`src/design/swept_circle_box_hit_time_defines.svh`:
```
// assertion macros shared by the swept circle hit-time block
// sch_assert_now checks cons in the cycle where ante holds
// sch_assert_next checks cons in the cycle after ante holds
`ifndef SWEPT_CIRCLE_BOX_HIT_TIME_DEFINES_SVH
`define SWEPT_CIRCLE_BOX_HIT_TIME_DEFINES_SVH

`ifndef SYNTH

`define SCH_ASSERT_NOW(lbl, clk_sig, rst_sig, ante, cons, msg) \
  lbl: assert property (@(posedge clk_sig) disable iff (rst_sig) (ante) |-> (cons)) \
    else $error(msg);

`define SCH_ASSERT_NEXT(lbl, clk_sig, rst_sig, ante, cons, msg) \
  lbl: assert property (@(posedge clk_sig) disable iff (rst_sig) (ante) |=> (cons)) \
    else $error(msg);

`else

`define SCH_ASSERT_NOW(lbl, clk_sig, rst_sig, ante, cons, msg)

`define SCH_ASSERT_NEXT(lbl, clk_sig, rst_sig, ante, cons, msg)

`endif

`endif

```
`src/design/sch_pkg.sv`:
```
//------------------------------------------------------------------------------
// sch_pkg
// Shared constants, flag bundle and helpers for the swept circle hit-time block.
//------------------------------------------------------------------------------
`default_nettype none

package sch_pkg;

  localparam int RADIUS_BITS        = 12;
  localparam int COORD_BITS_DEF     = 16;
  localparam int TIME_FRAC_BITS_DEF = 16;

  // 9.0 pixels in q8.4
  localparam logic [RADIUS_BITS-1:0] RADIUS_RESET = 12'd144;

  // per-transaction flags that ride alongside the quotient pipeline
  typedef struct packed {
    logic static_miss;  // start outside the slab on an axis with no motion
    logic move_x;
    logic move_y;
  } sch_flags_t;

  function automatic int imax(input int a, input int b);
    return (a > b) ? a : b;
  endfunction

endpackage

`default_nettype wire

```
`src/design/sch_prep.sv`:
```
//------------------------------------------------------------------------------
// sch_prep
// Two register stages: grown slab bounds and motion, then slab-relative
// numerators, axis denominators and the static-axis miss flags.
//------------------------------------------------------------------------------
`default_nettype none

module sch_prep import sch_pkg::*; #(
  parameter int COORD_BITS = COORD_BITS_DEF
) (
  input  wire logic                            clk,
  input  wire logic                            rst,
  input  wire logic                            en,
  input  wire logic                            in_valid,
  input  wire logic signed [COORD_BITS-1:0]    from_x,
  input  wire logic signed [COORD_BITS-1:0]    from_y,
  input  wire logic signed [COORD_BITS-1:0]    to_x,
  input  wire logic signed [COORD_BITS-1:0]    to_y,
  input  wire logic signed [COORD_BITS-1:0]    box_left,
  input  wire logic signed [COORD_BITS-1:0]    box_top,
  input  wire logic        [COORD_BITS-2:0]    box_width,
  input  wire logic        [COORD_BITS-2:0]    box_height,
  input  wire logic        [RADIUS_BITS-1:0]   radius,
  output logic                                 out_valid,
  output logic signed [imax(COORD_BITS, RADIUS_BITS)+2:0] num [4],
  output logic signed [COORD_BITS:0]           den [2],
  output sch_flags_t                           flags
);

  localparam int WIDE  = imax(COORD_BITS, RADIUS_BITS);
  localparam int BND_W = WIDE + 2;
  localparam int NUM_W = WIDE + 3;
  localparam int DLT_W = COORD_BITS + 1;

  logic signed [COORD_BITS-1:0] from_a [2];
  logic signed [COORD_BITS-1:0] to_a   [2];
  logic signed [COORD_BITS-1:0] edge_a [2];
  logic        [COORD_BITS-2:0] size_a [2];

  logic signed [COORD_BITS-1:0] start_r [2];
  logic signed [DLT_W-1:0]      delta_r [2];
  logic signed [BND_W-1:0]      lo_r    [2];
  logic signed [BND_W-1:0]      hi_r    [2];
  logic                         v1;

  logic [1:0] outside;

  always_comb begin
    from_a[0] = from_x;
    from_a[1] = from_y;
    to_a[0]   = to_x;
    to_a[1]   = to_y;
    edge_a[0] = box_left;
    edge_a[1] = box_top;
    size_a[0] = box_width;
    size_a[1] = box_height;
  end

  // stage 1: grow the box by the radius and take the motion
  always_ff @(posedge clk) begin
    if (rst) begin
      v1 <= 1'b0;
    end else if (en) begin
      v1 <= in_valid;
    end
  end

  always_ff @(posedge clk) begin
    if (en) begin
      for (int k = 0; k < 2; k++) begin
        start_r[k] <= from_a[k];
        delta_r[k] <= DLT_W'(to_a[k]) - DLT_W'(from_a[k]);
        lo_r[k]    <= BND_W'(edge_a[k]) - BND_W'(radius);
        hi_r[k]    <= BND_W'(edge_a[k]) + BND_W'(size_a[k]) + BND_W'(radius);
      end
    end
  end

  // stage 2: distances from the start to both slab bounds
  always_comb begin
    for (int k = 0; k < 2; k++) begin
      outside[k] = (BND_W'(start_r[k]) < lo_r[k]) || (BND_W'(start_r[k]) > hi_r[k]);
    end
  end

  always_ff @(posedge clk) begin
    if (rst) begin
      out_valid <= 1'b0;
    end else if (en) begin
      out_valid <= v1;
    end
  end

  always_ff @(posedge clk) begin
    if (en) begin
      for (int k = 0; k < 2; k++) begin
        num[2*k]   <= NUM_W'(lo_r[k]) - NUM_W'(start_r[k]);
        num[2*k+1] <= NUM_W'(hi_r[k]) - NUM_W'(start_r[k]);
        den[k]     <= delta_r[k];
      end
      flags.move_x      <= (delta_r[0] != '0);
      flags.move_y      <= (delta_r[1] != '0);
      flags.static_miss <= ((delta_r[0] == '0) && outside[0]) ||
                           ((delta_r[1] == '0) && outside[1]);
    end
  end

endmodule

`default_nettype wire

```
`config.mk`:
```
export PLATFORM = sky130hd
export DESIGN_NAME = sch_prep
export DESIGN_NICKNAME = d
export VERILOG_FILES = /design/src/design/swept_circle_box_hit_time_defines.svh /design/src/design/sch_pkg.sv /design/src/design/sch_prep.sv
export SDC_FILE = /design/constraint.sdc
export NUM_CORES = 1
export LEC_CHECK = 0
export BUFFER_PORTS_ARGS = -buffer_cell sky130_fd_sc_hd__buf_2
export CAP_MARGIN = 20
export CORE_ASPECT_RATIO = 0.6
export CORE_MARGIN = 10
export CORE_UTILIZATION = 50
export CTS_CLUSTER_DIAMETER = 120
export DETAILED_ROUTE_END_ITERATION = 16
export PLACE_DENSITY = 0.84
export SLEW_MARGIN = 20
export SYNTH_ARGS = -nofsm -noshare
export SYNTH_HDL_FRONTEND = slang
export SYNTH_SLANG_ARGS = --single-unit
```
`constraint.sdc`:
```
create_clock -name clk -period 2.71 [get_ports clk]
set_input_delay 0 -clock clk [delete_from_list [all_inputs] [get_ports clk]]
set_output_delay 0 -clock clk [all_outputs]
set_load 0.01 [all_outputs]
```
# [Word-level counts from Yosys, hierarchy flattened]
# Memories as Yosys holds them, arrays and structs flattened.
# Cells that the tools add are included.
# Widths: inputs -> output; s select.
[op_classes] magnitude_cmp=4 reduce_logical=9 add_sub_neg=12 muxes=2
[op_table] cell="$sub 18x16->19" n=4
[op_table] cell="$add 17x13->18" n=2
[op_table] cell="$gt 16x18->1" n=2
[op_table] cell="$lt 16x18->1" n=2
[op_table] cell="$add 16x16->17" n=2
[op_table] cell="$logic_not 17->1" n=2
[op_table] cell="$reduce_bool 17->1" n=2
[op_table] cell="$sub 16x13->17" n=2
[op_table] cell="$sub 16x16->17" n=2
[op_table] cell="$logic_or 1x1->1" n=3
[op_table] cell="$logic_and 1x1->1" n=2
[op_table] cell="$mux 1" n=2
[word_totals] out_inout_bits=114 ramBits=138 elab_cells=42 regBits=115 input_bits=142 n_memories=4
[memory_table] memory="hi_r" words=2 width=18 read_ports=2 rd_ports_with_merged_regs=0 wr=2 line_no="sch_prep.sv:43" rtl="logic signed [BND_W-1:0] hi_r [2];"
[memory_table] memory="lo_r" words=2 width=18 read_ports=2 rd_ports_with_merged_regs=0 wr=2 line_no="sch_prep.sv:42" rtl="logic signed [BND_W-1:0] lo_r [2];"
[memory_table] memory="delta_r" words=2 width=17 read_ports=2 rd_ports_with_merged_regs=0 wr=2 line_no="sch_prep.sv:41" rtl="logic signed [DLT_W-1:0] delta_r [2];"
[memory_table] memory="start_r" words=2 width=16 read_ports=2 rd_ports_with_merged_regs=0 wr=2 line_no="sch_prep.sv:40" rtl="logic signed [COORD_BITS-1:0] start_r [2];"

# [Depth between registers and ports, before layout]
# Gate-level depths: netlist (run 1).
[logic_depth] depth_word=4 mapped_depth=13 depth_no_buf=13

# [Worst setup path before layout (run 1)]
# No wires, ideal clock.
[synth_path] kind="input port to flip-flop" start="in box_top[1]" end="mem hi_r[0][33] (netlist name), data pin" cell_stages=11 path_buffers=0 arrival_time_ns=2.560 setup_time_ns=0.258 setup_slack_ns=-0.108 required_time_ns=2.452 path_cell_list="fa_1 ha_1 fa_1 a21o_1 a21oi_1 o21ai_1 o41ai_2 o21ai_1 o41ai_2 o21bai_1 xnor2_1"
[synth_rtl] element="start: declaration" line_no="sch_prep.sv:20" rtl="input wire logic signed [COORD_BITS-1:0] box_top,"
[synth_rtl] element="end: declaration" line_no="sch_prep.sv:43"

==> impl_results.md, run 1 <==
* Placed cells at 2104
* DRT met1 WL at 17.0 mm
* Via-per-instance ratio at 5.59
* Filler cells at 2317
* Switching Share at 32.3%
* Top cell type's share of synthesized area at 47.7%
* Internal power at 0.00980 W
* Share of cells above drive strength 1 at 24.5%
* Sw power at 0.00468 W
* Drt first pass iters at 5
* Post-Layout Cell Count at 2249
* Clock Power Share at 24.9%
* Comb power frac at 36.0%
* Crit path kind: reg -> reg
* Top Ports at 256
* Max Used Layer: met5
* Routed WL at 43.0 mm
* Prevailing post-synth register cell: edfxtp_1
* Final #Nets at 2152
* Peak VDD IR at 0.495 mV
* First-pass GRT wire length at 65.6 mm
* Final WS setup at -60.4 ps
* Clock Sinks at 251
* CTS max path bufs at 3
* Fmax at 361 MHz
* GP Congestion at 0.903
* CP Max Fanout at 3
* Area leader, netlist: edfxtp_1
* CTS clk-pin slew, worst paths at 70 ps
* Crit end category: flip-flop
* Antenna Nets Post-Route at 0
* Post-synth EDFFs at 249
* Area delta synth->final at 27.9%
* Inserted Clock Buffers at 25
* Final Cell Area at 20100 um2
* TNS Setup at -193 ps
* GRT Residual Overflow at 0
* Initial Util at 50.5%
* Commonest non-fill, non-tap cell in the layout: buf_2
* CTS tree: built
* Min Tclk post-route at 2770 ps
* CTS Root Cell: clkbuf_16
* Area taken by multi-input logic gates at 7860 um2
* Run status: finished, violations left
* Vias in the first global route at 12700
* Synth area leaders: edfxtp_1, ha_1, xnor2_1, fa_1, inv_1
* DR iter-0 viols at 1008
* Final Hold Fails at 2
* Slew Viols, Final at 0
* Ys Warns at 0
* Syn Area/Cell at 11.5 um2
* Final HPWL DP at 32.3 mm
* Clock Latency Late Sink at 530 ps
* Vias at 12600
* Syn_nets at 1710
* Die area at 39100 um2
* RSZ-0062 raised after global routing: yes
* Count of unique library cells instantiated by Yosys at 66
* FFs w/ async S/R, synth at 0%
* Port Buf Inserts at 255
* WL met2 at 21.5 mm
* Seq pwr share at 39.0%
* DRC Markers at 0
* Required time of the critical path at 3110 ps
* Drt wl/cell at 19.1 um
* Clk_skew at 15.1 ps
* Final Cycle Share at 102%
* CP Launch Type: flip-flop
* Max-capacitance violation count at 0
* Largest net degree at the start of global routing at 102
* Hold Crit Class: in -> reg
* Measured slew at the worst slew-check pin at 858 ps
* Sequential fraction of the synthesis area at 47.9%
* Chip height at 157 um
* Pre-CTS setup slack at -413 ps
* Failing checks: negative hold slack, negative setup slack
* Hold slack at -13.4 ps
* Commonest cells after routing, fill and taps aside: buf_2, edfxtp_1, ha_1
* Syn Inst Count at 1368
* Slew HR at 42.8%
* Synthesized flop and latch total at 251
* Initial antenna violation count at 6
* Design Power at 0.0145 W
* FP Rows at 50
* Power density over cell area at 722 nW/um2
* Clock H-tree levels at 1
* Synth Cell Area at 15700 um2
* FF/Latch Area at 7520 um2
* Routed wl met3 at 3.03 mm
* Static leakage at 8.72 nW
* CORE AREA at 31000 um2
* GR Util All Layers at 20.8%
* Setup violators final at 5
* Placed instance area at 18000 um2
* Die Span X at 249 um
* Worst Path Arrival at 3170 ps
## logic make-up after synthesis
kind of cell	share of synthesized area, %
flip-flops	47.9
adder cells (fa/ha/maj)	17.6
XOR/XNOR	6.59
buffers and inverters	3.66
AND/OR/NAND/NOR	11.0
multiplexers	0.255
AO/OA/AOI/OAI	13.0
## Yosys cell counts (6+ instances only)
cell type,number
nor4_1,10
a21boi_0,9
fa_1,34
nor2_1,94
o31ai_1,7
o21ai_1,14
or2_2,7
o211ai_1,9
o21ai_0,34
o21bai_1,11
a21oi_1,81
o31a_1,6
xor2_1,25
xnor2_1,93
nand3_1,28
inv_1,152
nor3_1,43
nand2_1,55
or3_1,13
edfxtp_1,249
and3_1,14
nand2b_1,15
nand4_1,7
a31oi_1,15
and2_1,8
a21o_1,24
a211oi_1,17
nor2b_1,32
ha_1,166
o21a_1,22
## critical path: stages, from the launching register on
cell,delay [ps]
edfxtp_1,380
inv_2,80
ha_4,140
fa_2,240
nor2b_4,50
o31a_1,270
o211ai_2,230
a21oi_2,100
o31a_1,330
o211a_1,280
buf_4,150
buf_6,110
o21a_1,180
nor2_2,90
## stage by stage
step / utilization, % / hold slack, ps
finish: 64.6 / -13.4
global route: 64.6 / 12.1
CTS: 63.6 / 0.253
detailed placement: 58.1 / 178
global placement: 58.1 / 172
floorplan: - / 72.4
## final timing paths
path | endpoint | start | slack (ps) | cells past startpoint
hold reg to reg | den[32] | delta_r[0][15] | 440 | 0
setup reg to reg | num[52] | hi_r[0][0] | -60 | 13
setup / recovery | num[52] | hi_r[0][0] | -60 | 13
hold / removal | num[52] | en | -10 | 1
## layout make-up
| type | instances | share of cell area [%] |
|---|---|---|
| Inverter | 152 | 2.84 |
| Clock inverter | 18 | 1.04 |
| Multi-Input combinational cell | 964 | 39.2 |
| Timing Repair Buffer | 416 | 13.6 |
| Antenna cell | 5 | 0.0624 |
| Tap cell | 416 | 2.59 |
| Sequential cell | 251 | 37.5 |
| Clock buffer | 27 | 3.16 |
## layer usage
layer | GRT usage [%] | up-vias
li1 | - | 5913
met1 | 24.5 | 6066
met2 | 37.3 | 502
met3 | 4.37 | 96
met4 | 7.14 | 2
met5 | 0 | -
## registers in the layout, summed over array words and instances, names as in the netlist
name / cells
den: 34
hi_r: 36
start_r: 32
lo_r: 34
out_valid: 1
num: 76
v1: 1
delta_r: 34
flags: 3
## power groups by stage
stage	clock, W	sequential [W]	combinational [W]
6_report	0.00361	0.00565	0.00522
5_1_grt	0.00384	0.00571	0.00571
4_1_cts	0.00368	0.00565	0.00495
3_5_place_dp	0	0.00570	0.00473
3_3_place_gp	0	0.00570	0.00454
2_1_floorplan	0	0.00580	0.00288
## timing repair
| action | in CTS | in global routing |
|---|---|---|
| hold buffers | 77 | 0 |
| gates resized for setup | 12 | 45 |
| endpoints found under the setup margin | 11 | 19 |
| setup buffers | 5 | 14 |
| pin swaps | 7 | 31 |
| hold endpoints to repair | 80 | 0 |
(Power assumes the default switching activity.)
==> run 2: changes to the inputs <==
--- a/config.mk
+++ b/config.mk
@@ -5,14 +5,15 @@
 export SDC_FILE = /design/constraint.sdc
 export NUM_CORES = 1
 export LEC_CHECK = 0
+export ABC_AREA = 1
 export BUFFER_PORTS_ARGS = -buffer_cell sky130_fd_sc_hd__buf_2
 export CAP_MARGIN = 20
 export CORE_ASPECT_RATIO = 0.6
 export CORE_MARGIN = 10
-export CORE_UTILIZATION = 50
+export CORE_UTILIZATION = 53
 export CTS_CLUSTER_DIAMETER = 120
 export DETAILED_ROUTE_END_ITERATION = 16
-export PLACE_DENSITY = 0.84
+export PLACE_DENSITY = 0.87
 export SLEW_MARGIN = 20
 export SYNTH_ARGS = -nofsm -noshare
 export SYNTH_HDL_FRONTEND = slang
==> impl_results.md, run 2 <==
* Fmax at 395 MHz (+9.4%)
* Measured slew at the worst slew-check pin at 1120 ps (+265 ps)
* Top Registers: num x76, hi_r x36
* CP Launch Type: flip-flop
* Routed WL at 51.1 mm (+19%)
* Hold Crit Class: in -> reg
* Prevailing post-synth register cell: edfxtp_1
* FFs w/ async S/R, synth at 0% (unchanged)
* CTS max path bufs at 3 (unchanged)
* CORE AREA at 30200 um2 (-2.8%)
* Count of unique library cells instantiated by Yosys at 42 (-36%)
* CTS Root Cell: clkbuf_16
* WL met2 at 21.6 mm (+0.39%)
* Clock H-tree levels at 1 (unchanged)
* Commonest cells after routing, fill and taps aside: nand2_1, buf_2, edfxtp_1
* Ys Warns at 0 (unchanged)
* CTS clk-pin slew, worst paths at 60 ps (about the same)
* Commonest non-fill, non-tap cell in the layout: nand2_1
* Setup violators final at 0 (-5)
* Required time of the critical path at 3000 ps (-110 ps)
* Post-CTS Resized at 0 (-12)
* Antenna Nets Post-Route at 0 (unchanged)
* First-pass GRT wire length at 77.8 mm (+19%)
* Area delta synth->final at 21.3%
* Drt first pass iters at 5 (unchanged)
* Area leader, netlist: edfxtp_1
* Via-per-instance ratio at 5.61 (+0.22%)
* Run status: finished clean
* Design Power at 0.0146 W (+0.85%)
* Die area at 38500 um2 (-1.4%)
* Largest net degree at the start of global routing at 64 (-37%)
* GR Util All Layers at 26.1% (+5.2 points)
* Syn_nets at 2001 (+17%)
* Inserted Clock Buffers at 25 (unchanged)
* Slew HR at 24.5% (-18 points)
* RSZ-0062 raised after global routing: no
* Top cell type's share of synthesized area at 45.7% (-2.0 points)
* Routed wl met3 at 5.21 mm (+72%)
* Initial Util at 54.2% (+3.7 points)
* Clock Latency Late Sink at 550 ps (+20 ps)
* Share of cells above drive strength 1 at 16.8% (-7.7 points)
* Max-capacitance violation count at 0 (unchanged)
* Synth area leaders: edfxtp_1, ha_1, nand2_1, inv_1, xor2_1
* CTS tree: built
* GRT Residual Overflow at 0 (unchanged)
* Syn Area/Cell at 9.86 um2 (-14%)
* Die Span X at 247 um (-0.73%)
* Sequential fraction of the synthesis area at 45.9% (-2.0 points)
* Crit end category: flip-flop
* FP Rows at 49 (-2.0%)
* Synthesized flop and latch total at 251 (unchanged)
* GP Congestion at 1.06 (+17%)
* Port Buf Inserts at 255 (unchanged)
* Static leakage at 9.31 nW (+6.8%)
* Chip height at 156 um (-0.69%)
* Power density over cell area at 736 nW/um2 (+2.0%)
* Crit path kind: reg -> reg
* Final HPWL DP at 41.0 mm (+27%)
* Worst Path Arrival at 2820 ps (-350 ps)
* Vias in the first global route at 13400 (+5.4%)
* Synth top cells by count: nand2_1, edfxtp_1, inv_1
* Final Cycle Share at 93.5% (-8.8 points)
* Slew Viols, Final at 0 (unchanged)
* CP Max Fanout at 4 (+1)
* DR iter-0 viols at 1600 (+59%)
* Clock Sinks at 251 (unchanged)
* Max reg flops at 76 (unchanged)
* Top Ports at 256 (unchanged)
* Filler cells at 2436 (+5.1%)
* Syn Inst Count at 1659 (+21%)
* Post-synth EDFFs at 249 (unchanged)
* Drt wl/cell at 20.9 um (+9.2%)
* Top reg by flops: num
* Final #Nets at 2365 (+9.9%)
* Most numerous cell in the Yosys netlist: nand2_1
* Pre-CTS setup slack at 269 ps (+681 ps)
* Max Used Layer: met5
* TNS Setup at 0 ps (+193 ps)
* Final Hold Fails at 0 (-2)
* Synth Cell Area at 16400 um2 (+4.3%)
* Clk_skew at 18.3 ps (+3.12 ps)
* Min Tclk post-route at 2530 ps (-238 ps)
* Vias at 13700 (+9.2%)
* DRT met1 WL at 22.9 mm (+35%)
* DRC Markers at 0 (unchanged)
* Peak VDD IR at 0.498 mV (+0.60%)
* Initial antenna violation count at 3 (-3)
* Util after Layout at 65.8% (+1.1 points)
* Final WS setup at 177 ps (+238 ps)
==> run 2: changes by cell type in the layout (fill, tap and decap cells not counted), sizes merged, moves of 14 or more <==
cell,previous run,this run
o21ai,48,76
buf,339,261
a211oi,17,2
inv,156,249
nand2b,15,0
nand3,28,64
xnor2,93,50
a21oi,81,141
nor2b,33,0
nand2,55,334
o21a,22,1
xor2,25,92
nor3,43,13
and3,14,0
==> run 2: cell type report <==
class	instances	area [um2]	share of cell area, %
sequential	251	7520	37.9
inverter	249	935	4.71
timing repair buffer	340	2160	10.9
tap	408	510	2.57
antenna	2	5.00	0.0252
multi-input combinational	1156	7900	39.8
clock inverter	14	168	0.845
clock buffer	30	644	3.25
==> run 2: per-layer routing <==
metal	global-route usage (%)	vias to the layer above
met1	37.9	6476
met2	38.2	782
met5	0	-
met4	6.49	2
li1	-	6376
met3	6.31	97
==> run 2: worst paths after layout <==
kind / from / endpoint / slack [ps] / cells after the start
worst max-delay path: hi_r[0][0] / num[54] / 180 / 11
worst min-delay path: box_height[1] / hi_r[0][19] / 40 / 3
worst max register to register: hi_r[0][0] / num[54] / 180 / 11
worst min register to register: delta_r[0][6] / den[23] / 450 / 0
==> run 2: metrics by stage <==
step	cell area (um2)	std cells	hold slack, ps
final	19800	2450	40.6
after global routing	19800	2449	18.0
after CTS	19800	2448	15.8
after detailed placement	18200	2325	175
after global placement	18200	2325	172
after floorplan	16400	1659	69.1
==> run 2: cell families (layout without fill, tap and decap cells) <==
group,count (synthesis),in the layout,synth area share (%)
other,0,2,0
flip-flops,251,251,45.9
XOR/XNOR,142,142,7.60
buffers and inverters,252,633,5.80
adder cells (fa/ha/maj),200,200,16.9
AND/OR/NAND/NOR,540,540,13.8
AO/OA/AOI/OAI,274,274,10.0
==> run 2: worst max-delay path, stage by stage (launching register included) <==
cell	delay, ps
edfxtp_1	350
inv_1	80
ha_1	340
fa_1	380
inv_1	170
nand3_1	100
nand2_1	100
a21boi_2	350
o21bai_4	120
nand2_1	90
nand2_1	60
xor2_1	140
==> run 2: power breakdown <==
group	leakage (nW)	internal, W	total (W)	switching (W)
Combinational	6.46	0.00198	0.00537	0.00338
Sequential	2.45	0.00537	0.00567	0.000293
Clock	0.395	0.00200	0.00357	0.00157
==> run 2: timing repair <==
| action | 4_1_cts | 5_1_grt |
|---|---|---|
| setup buffers | 0 | 0 |
| endpoints found under the setup margin | 0 | 0 |
| hold buffers | 79 | 0 |
| hold endpoints to repair | 129 | 0 |
