===== config.mk =====
export PLATFORM = sky130hd
export DESIGN_NAME = sch_merge
export DESIGN_NICKNAME = d
export VERILOG_FILES = /design/src/design/swept_circle_box_hit_time_defines.svh /design/src/design/sch_pkg.sv /design/src/design/sch_merge.sv
export SDC_FILE = /design/constraint.sdc
export NUM_CORES = 1
export LEC_CHECK = 0
export ABC_AREA = 1
export BUFFER_PORTS_ARGS = -buffer_cell sky130_fd_sc_hd__buf_2
export CORE_UTILIZATION = 35
export DETAILED_ROUTE_END_ITERATION = 8
export PLACE_DENSITY = 0.59
export SLEW_MARGIN = 5
export SYNTH_ARGS = -nofsm -noshare
export SYNTH_HDL_FRONTEND = slang
export SYNTH_SLANG_ARGS = --single-unit

===== constraint.sdc =====
create_clock -name clk -period 3.79 [get_ports clk]
set_clock_uncertainty 0.2 [all_clocks]
set_input_delay 0.379 -clock clk [delete_from_list [all_inputs] [get_ports clk]]
set_output_delay 0.379 -clock clk [all_outputs]
set_load 0.02 [all_outputs]

===== src/design/swept_circle_box_hit_time_defines.svh =====
// assertion macros shared by the swept circle hit-time block
// sch_assert_now checks cons in the cycle where ante holds
// sch_assert_next checks cons in the cycle after ante holds
`ifndef SWEPT_CIRCLE_BOX_HIT_TIME_DEFINES_SVH
`define SWEPT_CIRCLE_BOX_HIT_TIME_DEFINES_SVH

`ifndef SYNTH

`define SCH_ASSERT_NOW(lbl, clk_sig, rst_sig, ante, cons, msg) \
  lbl: assert property (@(posedge clk_sig) disable iff (rst_sig) (ante) |-> (cons)) \
    else $error(msg);

`define SCH_ASSERT_NEXT(lbl, clk_sig, rst_sig, ante, cons, msg) \
  lbl: assert property (@(posedge clk_sig) disable iff (rst_sig) (ante) |=> (cons)) \
    else $error(msg);

`else

`define SCH_ASSERT_NOW(lbl, clk_sig, rst_sig, ante, cons, msg)

`define SCH_ASSERT_NEXT(lbl, clk_sig, rst_sig, ante, cons, msg)

`endif

`endif


===== src/design/sch_pkg.sv =====
//------------------------------------------------------------------------------
// sch_pkg
// Shared constants, flag bundle and helpers for the swept circle hit-time block.
//------------------------------------------------------------------------------
`default_nettype none

package sch_pkg;

  localparam int RADIUS_BITS        = 12;
  localparam int COORD_BITS_DEF     = 16;
  localparam int TIME_FRAC_BITS_DEF = 16;

  // 9.0 pixels in q8.4
  localparam logic [RADIUS_BITS-1:0] RADIUS_RESET = 12'd144;

  // per-transaction flags that ride alongside the quotient pipeline
  typedef struct packed {
    logic static_miss;  // start outside the slab on an axis with no motion
    logic move_x;
    logic move_y;
  } sch_flags_t;

  function automatic int imax(input int a, input int b);
    return (a > b) ? a : b;
  endfunction

endpackage

`default_nettype wire


===== src/design/sch_merge.sv =====
//------------------------------------------------------------------------------
// sch_merge
// Intersects the per-axis entry/exit intervals with [0, 1] over three stages
// and registers the final hit flag and entry time.
//------------------------------------------------------------------------------
`default_nettype none

module sch_merge import sch_pkg::*; #(
  parameter int TIME_FRAC_BITS = TIME_FRAC_BITS_DEF
) (
  input  wire logic                                clk,
  input  wire logic                                rst,
  input  wire logic                                en,
  input  wire logic                                in_valid,
  input  wire sch_flags_t                          flags,
  input  wire logic signed [TIME_FRAC_BITS+2:0]    quo [4],
  output logic                                     out_valid,
  output logic                                     hit,
  output logic [TIME_FRAC_BITS:0]                  entry_time
);

  localparam int TW = TIME_FRAC_BITS + 3;
  localparam logic signed [TW-1:0] ONE = {3'b001, {TIME_FRAC_BITS{1'b0}}};

  logic signed [TW-1:0] ent_a  [2];
  logic signed [TW-1:0] lve_a  [2];
  logic                 move_a [2];

  logic signed [TW-1:0] ent_r [2];
  logic signed [TW-1:0] lve_r [2];
  logic                 miss1;
  logic                 v1;

  logic signed [TW-1:0] ent_m;
  logic signed [TW-1:0] lve_m;
  logic signed [TW-1:0] entry;
  logic signed [TW-1:0] leave;
  logic                 miss2;
  logic                 v2;

  logic                 hit_c;

  // stage 1: order each axis pair, a still axis leaves [0, 1] alone
  always_comb begin
    move_a[0] = flags.move_x;
    move_a[1] = flags.move_y;
    for (int k = 0; k < 2; k++) begin
      if (quo[2*k] < quo[2*k+1]) begin
        ent_a[k] = quo[2*k];
        lve_a[k] = quo[2*k+1];
      end else begin
        ent_a[k] = quo[2*k+1];
        lve_a[k] = quo[2*k];
      end
      if (!move_a[k]) begin
        ent_a[k] = '0;
        lve_a[k] = ONE;
      end
    end
  end

  always_ff @(posedge clk) begin
    if (en) begin
      ent_r <= ent_a;
      lve_r <= lve_a;
      miss1 <= flags.static_miss;
    end
  end

  always_ff @(posedge clk) begin
    if (rst) begin
      v1 <= 1'b0;
    end else if (en) begin
      v1 <= in_valid;
    end
  end

  // stage 2: latest entry and earliest exit, clipped to the move
  always_comb begin
    ent_m = (ent_r[0] > ent_r[1]) ? ent_r[0] : ent_r[1];
    lve_m = (lve_r[0] < lve_r[1]) ? lve_r[0] : lve_r[1];
  end

  always_ff @(posedge clk) begin
    if (en) begin
      entry <= ent_m[TW-1] ? '0 : ent_m;
      leave <= (lve_m > ONE) ? ONE : lve_m;
      miss2 <= miss1;
    end
  end

  always_ff @(posedge clk) begin
    if (rst) begin
      v2 <= 1'b0;
    end else if (en) begin
      v2 <= v1;
    end
  end

  // stage 3: result register, touching bounds count as a hit
  assign hit_c = !miss2 && (entry <= leave);

  always_ff @(posedge clk) begin
    if (en) begin
      hit        <= hit_c;
      entry_time <= hit_c ? entry[TIME_FRAC_BITS:0] : '0;
    end
  end

  always_ff @(posedge clk) begin
    if (rst) begin
      out_valid <= 1'b0;
    end else if (en) begin
      out_valid <= v2;
    end
  end

endmodule

`default_nettype wire


# == After elaboration in Yosys (flattened, before gate mapping) ==
# Index checks and enable logic that the tools add are counted.
# op_classes
bitwise_logic,0
shifts,0
multipliers,0
n_addsub,0
reduce_logical,2
muxes,6
n_eq_ne,0
order_cmp,6
n_div,0
# ops
operator,count
19-bit 2-to-1 mux,6
19-bit less-than comparator,3
"19-bit by 18-bit greater-than comparator with 1-bit output, second input constant",1
19-bit greater-than comparator,1
19-bit less-or-equal comparator,1
1-bit logical AND,1
1-bit zero test,1
# totals
latchBits,0
ram_bits,0
reg_bits,137
n_memories,0
mem_bits_ro,0
output_inout_bits,19
word_cells,28
in_bits,83

# == Depth between registers and ports, before layout ==
# Gate-level depths: netlist of the first run.
# logic_depth
ltp_word,3
mapped_depth,21
depth_no_buf,20

# == Least setup slack after synthesis of the first run ==
# No wires, ideal clock.
# synth_path
kind,input to register
from,in quo[8] (netlist bit)
to,"reg ent_r[1] (netlist bit), data pin"
slack_ps,1059
arrival_time_ps,2256
setup_ps,275
path_stages,14
t_required_ps,3315
path_buffers,2
cell_sequence,inv_1 -> ha_1 -> a21oi_1 -> nor2_1 -> a211oi_1 -> o21ai_0 -> nand2_1 -> nand3_1 -> nand2_1 -> nand2_1 -> inv_1 -> clkbuf_1 -> buf_1 -> a211oi_1
# synth_via
elab_chain_len,2
# synth_lines
element,line_no,source
from (decl),sch_merge.sv:16,"input wire logic signed [TIME_FRAC_BITS+2:0] quo [4],"
19-bit less-than comparator,sch_merge.sv:48,if (quo[2*k] < quo[2*k+1]) begin
19-bit 2-to-1 mux,sch_merge.sv:48,
to (signal assigned),sch_merge.sv:64,ent_r <= ent_a;
to (decl),sch_merge.sv:29,logic signed [TW-1:0] ent_r [2];
# No other way between the ends.
# A chain may end at the register's enable or synchronous reset.

# == Worst setup path after layout of the first run ==
# layout_path
from,reg ent_r[17] (netlist bit)
to,"reg entry[6], data pin"
# layout_via
elab_chain_len,2
# layout_lines
element,line_no,source
19-bit greater-than comparator,sch_merge.sv:80,ent_m = (ent_r[0] > ent_r[1]) ? ent_r[0] : ent_r[1];
19-bit 2-to-1 mux,sch_merge.sv:80,
to (signal assigned),sch_merge.sv:86,entry <= ent_m[TW-1] ? '0 : ent_m;
to (decl),sch_merge.sv:36,logic signed [TW-1:0] entry;
# No other way between the ends.

==> metrics, run 1 <==
pin count of the biggest net entering global routing=59; Pleak=4.81 nW; Commonest cells post-synth=inv_1 (199), nand2_1 (155), edfxtp_1 (133); Chip Width=159 um; # H-tree levels=4; detail-routed net length per standard cell=14.7 um; Max FO, Critical Path=37; CTS clk-pin slew, worst paths=60 ps; Die Area=25200 um2; number of synthesized flops with an enable pin=133; DR pass1 iterations=5; # clock sinks=136; post-synthesis cell count=973; number of diodes=0; worst skew pair latency=420 ps; Final ANT Viol Nets=0; Clock Tree Buf Depth=2; share of layout cells above drive strength 1=15.9%; most used standard cell by instance count after synthesis=inv_1; Ports=102; startpoint types=flop; origin of the critical flop-to-flop path=ent_r[17]; 1st-iter DRT viols=399; Pwr Total=5.15 mW; gr usage total=16.9%; Synth cell types=37; core outline area=24200 um2; Post-Route WL=20600 um; vias in the first global route=6312; clk root buf=clkbuf_16; top cell type's share of synthesized area=46.4%; Mapped Nets=1147; Achievable Freq=304 MHz; status=finished, final reports clean; gp weighted congestion=0.863; Ys Warns=0; Slew @ Worst Pin=1110 ps; WHS Endpoint=v1; Nets=1247; Arr. time, crit path=3360 ps; synthesized area=8610 um2; ys async rst share=0%; hold_sp=in_valid; die height=159 um; Hold Violations, Final=0; CP required=3860 ps; DR DRC count=0; Slew HR=25.7%; setup repair after global routing missed its margin=false; grt total ovfl=0; Synth Flop Type=edfxtp_1; first-pass GRT wire length=32900 um; fin crit period=3290 ps; PwrDens=512 nW/um2; Final HPWL DP=16600 um; Setup crit end kind=flop; antenna violations before repair=0; setup TNS=0 ps; CTS Buf Count=17; largest cells by area after synthesis=edfxtp_1 (46%), ha_1 (13%), inv_1 (8.7%); routed vias/inst=4.72; TritonCTS clock tree=yes; hold_ws=27.6 ps; register area share after synthesis=47.1%; Avg Inst Size Synth=8.85 um2; pins over their slew limit=0; cell accounting for the most synthesized area=edfxtp_1; row cnt=57; Worst Path Class, Setup=flop to flop; via count=6656; worst flop-to-flop path endpoint=entry[6]; Syn-to-layout area delta=16.8%; Worst R2R Path Depth=15; period utilization=86.8%; worst min path class=input pin to flop; synthesis-stage register bit count=136; Hold Path Cell Cnt=3; Max Cap Violations=0; VDD IR max=0.000318 V; PortBufs=101; Setup Viol. Count Final=0; R2R Setup Slk=500 ps; initial core utilization=35.5%
cells by family after synthesis:
family,synth area share [%]
AND/OR/NAND/NOR,14.6
buffers and inverters,10.4
AO/OA/AOI/OAI,14.5
flip-flops,47.1
adder cells (fa/ha/maj),13.2
XOR/XNOR,0.203
layer usage:
layer	track usage, %	share of wire [%]	up-vias
met3	3.08	4.1	25
met1	22.3	47	3009
li1	-	-	3461
met4	6.08	2.5	0
met2	27.7	46	161
met5	0	0	-
sequential cells by signal (all words and copies together), names as in the netlist:
name and count:
ent_r 38, lve_r 38, leave 19, entry 18, entry_time 17, hit 1
miss1 1, miss2 1, out_valid 1, v1 1, v2 1
stage by stage:
| step | setup WS [ps] | util (%) | instances | instance area (um2) |
|---|---|---|---|---|
| after detailed placement | 527 | 39.1 | 1376 | 9470 |
| after floorplan | 1060 | - | 973 | 8610 |
| after global placement | 591 | 39.1 | 1376 | 9470 |
| after CTS | 501 | 41.5 | 1409 | 10100 |
| after global routing | 128 | 41.5 | 1409 | 10100 |
| final | 500 | 41.5 | 1409 | 10100 |
power by group:
group / switching, mW / total [mW] / internal [mW]
Combinational: 0.975 / 1.47 / 0.496
Sequential: 0.129 / 2.07 / 1.94
Clock: 0.640 / 1.61 / 0.969
worst max-delay path, cell delays in order (launching register included):
cell      delay [ps]
edfxtp_1         420
inv_1             60
ha_1             310
nand3_1           90
inv_1             50
a21oi_1          100
o21ai_0           90
nor2_1           120
nand3_1          100
xor2_1           160
o21ai_2           70
buf_4            330
nand2_1           80
o21ai_1          590
nand2_1          240
inv_1            120
cell type report:
class / count / area [um2]
Clock inverter: 14 / 149
Sequential cell: 136 / 4050
Fill cell: 2418 / 14200
Clock buffer: 17 / 425
Multi-Input combinational cell: 605 / 3670
Inverter: 202 / 758
Tap cell: 324 / 405
Timing Repair Buffer: 111 / 601
timing repair:
item | 4_1_cts | 5_1_grt
hold buffers | 2 | 0
hold endpoints to repair | 4 | 0
buffers inserted | 0 | 0
gates resized for setup | 0 | 0
placed cells by master, fill, tap and decap left out, types with 3 or more instances in the layout:
cell type,count
inv_1,199
nand2_1,155
edfxtp_1,133
buf_2,100
ha_1,91
a21oi_1,84
nor2_1,81
o21ai_0,71
a211oi_1,38
nand3_1,25
clkbuf_16,17
a21oi_2,11
nand2_2,8
buf_4,8
o211ai_1,5
nand4_1,5
nor3_1,5
nor2_2,5
inv_6,4
clkinv_1,3
o21ai_1,3
clkinvlp_4,3
dfxtp_1,3
worst max path at each step:
| stage | from | endpoint | slack (ps) | cells after the start |
|---|---|---|---|---|
| floorplan | quo[8] | ent_r[1] | 1060 | 14 |
| global placement | ent_r[17] | entry[6] | 590 | 15 |
| detailed placement | ent_r[17] | entry[6] | 530 | 15 |
| CTS | ent_r[17] | entry[6] | 500 | 15 |
| global route | ent_r[17] | entry[6] | 130 | 15 |
| finish | ent_r[17] | entry[6] | 500 | 15 |
No activity file was read; power rests on OpenSTA's default activity.
==> run 2: changes to the inputs <==
--- a/config.mk
+++ b/config.mk
@@ -9,6 +9,7 @@
 export BUFFER_PORTS_ARGS = -buffer_cell sky130_fd_sc_hd__buf_2
 export CORE_UTILIZATION = 35
 export DETAILED_ROUTE_END_ITERATION = 8
+export GPL_TIMING_DRIVEN = 0
 export PLACE_DENSITY = 0.59
 export SLEW_MARGIN = 5
 export SYNTH_ARGS = -nofsm -noshare
==> run 2 against run 1 <==
  * Die area did not move
  * Sequential power barely moved
  * Routed wire length rose by 2.0%
  * Power rose by 0.78%
==> metrics, run 2 (synthesis gave the netlist of run 1 again) <==
status=finished, final reports clean; CTS clk-pin slew, worst paths=60 ps; most common cell after layout, fill and taps aside=inv_1; Syn-to-layout area delta=18.0%; post-cts resize count=0; gr usage total=17.0%; Worst Path Class, Setup=flop to flop; Final ANT Viol Nets=0; switch share=34.0%; Max stage delay cell, worst path=edfxtp_1; Final HPWL DP=17200 um; via count=6747; Post-Route WL=21100 um; CTS Buf Count=17; Achievable Freq=302 MHz; fin util=41.9%; crit-path max cell delay=380 ps; routed vias/inst=4.71; Logic pwr share=29.2%; Slew @ Worst Pin=547 ps; antenna violations before repair=0; # clock sinks=136; pins over their slew limit=0; vias in the first global route=6396; pin count of the biggest net entering global routing=83; Die Area=25200 um2; detail-routed net length per standard cell=14.7 um; setup repair after global routing missed its margin=false; Pleak=4.83 nW; Switch Pwr=1.76 mW; Worst R2R Path Depth=19; Post-CTS Hold Fix Bufs=3; Nets=1271; Internal Power=3.43 mW; worst skew pair latency=420 ps; first-pass GRT wire length=32800 um; worst min path class=input pin to flop; Clock Tree Buf Depth=2; initial core utilization=35.5%; Ports=102; startpoint types=flop; row cnt=57; Slew HR=63.3%; setup TNS=0 ps; Setup crit end kind=flop; postcts setup bufs=0; DR DRC count=0; DR pass1 iterations=5; PortBufs=101; PwrDens=511 nW/um2; number of diodes=0; register share of total power=39.8%; fin crit period=3310 ps; # H-tree levels=4; Setup Viol. Count Final=0; Max FO, Critical Path=10; biggest regs=ent_r: 38 flops, lve_r: 38 flops, leave: 19 flops; CP required=3850 ps; Hold Path Cell Cnt=3; most frequent cells in the layout=inv_1 (199), nand2_1 (155), edfxtp_1 (133); core outline area=24200 um2; Arr. time, crit path=3380 ps; TritonCTS clock tree=yes; die height=159 um; period utilization=87.4%; VDD IR max=0.000239 V; CP Cell Sequence=inv_1, ha_1, nand2_2, inv_1, nand2_1, nand3_1, nor2_2, nand3_2, nand2_2, nand2_4, buf_6, nand2_2, nand2_1, nor2_1, nand2_1, nor2_2, nand3_4, buf_6, a21oi_2; Max Cap Violations=0; gp weighted congestion=0.869; grt total ovfl=0; clk root buf=clkbuf_16; 1st-iter DRT viols=406; Clock Power Share=31.0%; share of layout cells above drive strength 1=15.0%; Hold Violations, Final=0; Chip Width=159 um
run 2: routing by layer:
metal  vias up  share of wire, %  track usage, %
li1       3501                 -               -
met1      3044                47            22.2
met2       174                46            27.5
met3        28               4.2            3.13
met4         0               2.8            7.30
met5         -                 0               0
run 2: power by group through the flow:
stage	Combinational, mW	Sequential, mW	Clock [mW]
3_5_place_dp	1.51	2.10	0
6_report	1.52	2.07	1.61
5_1_grt	1.74	2.09	1.69
2_1_floorplan	1.03	2.06	0
3_3_place_gp	1.47	2.11	0
4_1_cts	1.52	2.07	1.64
run 2: per-stage QoR:
step	total power, mW	cell area, um2	hold slack (ps)	setup slack (ps)	std cells
final	5.19	10200	93.4	478	1434
after global routing	5.52	10200	120	320	1434
after CTS	5.23	10200	82.5	495	1434
after detailed placement	3.61	9560	221	273	1399
after global placement	3.58	9530	207	352	1398
after floorplan	3.09	8610	200	1060	973
run 2: path summary, 6_finish.rpt:
path | start | to | slack [ps]
worst max-delay path | lve_r[18] | leave[12] | 480
worst min-delay path | quo[35] | lve_r[16] | 90
worst max register to register | lve_r[18] | leave[12] | 480
worst min register to register | miss1 | miss2 | 230
run 2: area by class of cell:
| class | instances | area (um2) |
|---|---|---|
| Fill cell | 2480 | 14100 |
| Sequential cell | 136 | 4050 |
| Multi-Input combinational cell | 605 | 3660 |
| Inverter | 202 | 758 |
| Timing Repair Buffer | 105 | 569 |
| Clock buffer | 18 | 429 |
| Tap cell | 324 | 405 |
| Clock inverter | 14 | 148 |
| Buffer | 30 | 140 |
run 2: critical path, delay by kind of cell, from the launching register on:
kind | cells | cell delay, ps
fa+ha+maj | 1 | 340
buf+inv | 4 | 560
flops | 1 | 380
compound gates | 1 | 160
simple gates | 13 | 1530
==> run 3: changes to the inputs <==
--- a/config.mk
+++ b/config.mk
@@ -5,12 +5,11 @@
 export SDC_FILE = /design/constraint.sdc
 export NUM_CORES = 1
 export LEC_CHECK = 0
-export ABC_AREA = 1
 export BUFFER_PORTS_ARGS = -buffer_cell sky130_fd_sc_hd__buf_2
 export CORE_UTILIZATION = 35
 export DETAILED_ROUTE_END_ITERATION = 8
 export GPL_TIMING_DRIVEN = 0
-export PLACE_DENSITY = 0.59
+export PLACE_DENSITY = 0.6
 export SLEW_MARGIN = 5
 export SYNTH_ARGS = -nofsm -noshare
 export SYNTH_HDL_FRONTEND = slang
==> run 3 against run 2 <==
  * Combinational power fell by 25%
  * Largest power group unchanged
  * Worst hold slack gained 9.6 ps
  * Via count increased by 1.5%
  * Sequential share of layout area barely moved
  * Setup slack got worse by 270 ps
  * Power is 6.4% lower
  * Routed wire length up 3.9%
  * Critical endpoint is now leave[9]
==> metrics, run 3 <==
gr usage total=18.5%; Nets=1177; Setup Viol. Count Final=0; gp weighted congestion=0.853; register area share after synthesis=47.3%; Fill cells=2300; Synth Flop Type=edfxtp_1; clk root buf=clkbuf_16; # clock sinks=136; synthesis-stage register bit count=136; first-pass GRT wire length=34800 um; hold_ws=103 ps; origin of the critical flop-to-flop path=lve_r[37]; die height=159 um; row cnt=56; hold_sp=quo[13]; Max FO, Critical Path=10; status=finished, final reports clean; Final HPWL DP=17600 um; Clock Tree Buf Depth=2; CP required=3840 ps; Achievable Freq=279 MHz; most used standard cell by instance count after synthesis=edfxtp_1; Critical Path Start=lve_r[37]; share of layout cells above drive strength 1=14.0%; via count=6849; top cell type's share of synthesized area=46.6%; initial core utilization=36.1%; Post-Route WL=21900 um; startpoint types=flop; cell accounting for the most synthesized area=edfxtp_1; ys async rst share=0%; Pleak=4.39 nW; vias in the first global route=6546; PwrDens=478 nW/um2; antenna violations before repair=0; Arr. time, crit path=3640 ps; pin count of the biggest net entering global routing=99; grt total ovfl=0; TritonCTS clock tree=yes; DP Area=9510 um2; most frequent cells in the layout=edfxtp_1 (133), buf_2 (101), inv_1 (96); Hold Violations, Final=0; DR DRC count=0; core outline area=23800 um2; largest cells by area after synthesis=edfxtp_1 (47%), ha_1 (13%), o21ai_0 (5.0%); Chip Width=159 um; worst min path class=input pin to flop; Setup WS post-layout=203 ps; detail-routed net length per standard cell=16.4 um; CTS clk-pin slew, worst paths=60 ps; fin util=42.8%; # H-tree levels=4; Synth cell types=47; Setup crit end kind=flop; VDD IR max=0.000256 V; setup repair after global routing missed its margin=false; number of synthesized flops with an enable pin=133; 1st-iter DRT viols=541; synthesized area=8570 um2; post-route cell area=10200 um2; pins over their slew limit=0; most common cell after layout, fill and taps aside=edfxtp_1; routed vias/inst=5.13; period utilization=94.6%; postcts setup bufs=0; Slew @ Worst Pin=671 ps; biggest regs=ent_r: 38 flops, lve_r: 38 flops, leave: 19 flops; PortBufs=100; Slew HR=55.0%; Ports=102; fin crit period=3590 ps; post-synthesis cell count=881; Die Area=25100 um2; number of diodes=0; Multi-input gate area=4000 um2; worst skew pair latency=420 ps; Worst Path Class, Setup=flop to flop; Mapped Nets=1055; DR pass1 iterations=6; Max Cap Violations=0; Avg Inst Size Synth=9.73 um2; pre-CTS WS=-14.5 ps; sequential cell area=4050 um2; Commonest cells post-synth=edfxtp_1 (133), inv_1 (96), ha_1 (91); CTS Buf Count=17; Final ANT Viol Nets=0; Syn-to-layout area delta=18.5%; Ys Warns=0
[run 3: repair_timing]
| action | CTS | global route |
|---|---|---|
| resized for setup | 1 | 2 |
| endpoints found under the setup margin | 4 | 22 |
| endpoints found under the hold margin | 4 | 0 |
| hold buffers | 3 | 0 |
[run 3: power by group]
| part | internal, mW | switching [mW] | total (mW) |
|---|---|---|---|
| clock | 1.05 | 0.654 | 1.70 |
| combinational | 0.445 | 0.694 | 1.14 |
| sequential | 1.90 | 0.124 | 2.02 |
| total | 3.39 | 1.47 | 4.86 |
[run 3: metal layers]
layer	vias to the layer above	wire, um	GRT usage (%)
li1	3407	-	-
met1	3192	10000	24.7
met2	220	10300	30.6
met3	30	1130	2.91
met4	0	444	6.00
met5	-	0	0
[run 3: area by class of cell]
class,instances,area share (%)
Sequential cell,136,39.9
Clock buffer,18,4.22
Tap cell,319,3.93
Timing Repair Buffer,104,5.55
Inverter,98,3.66
Buffer,40,1.58
Multi-Input combinational cell,606,39.4
Clock inverter,14,1.81
[run 3: final timing paths]
check	to	slack, ps	cells past startpoint
hold reg to reg	miss2	230	0
setup reg to reg	leave[9]	200	9
hold / removal	lve_r[13]	100	3
setup / recovery	leave[9]	200	9
[run 3: cell families after synthesis]
group                    share of synthesized area [%]
AO/OA/AOI/OAI                                     13.6
adder cells (fa/ha/maj)                           13.3
buffers and inverters                             6.20
flip-flops                                        47.3
multiplexers                                      3.59
AND/OR/NAND/NOR                                   16.1
[run 3: stage by stage]
step                      total power, mW  cells  TNS, ps
after CTS                            4.90   1336        0
after detailed placement             3.18   1301    -23.0
after floorplan                      2.76    881        0
final                                4.86   1335        0
after global placement               3.17   1300        0
after global routing                 5.14   1335        0
[run 3: critical path, stage by stage (launching register included)]
cell and delay (ps):
edfxtp_1 470, ha_1 420, nand4_1 200, or4_1 570
o21ai_2 230, mux2i_4 450, mux2i_4 370, a31oi_4 160
buf_6 170, nor2_1 180
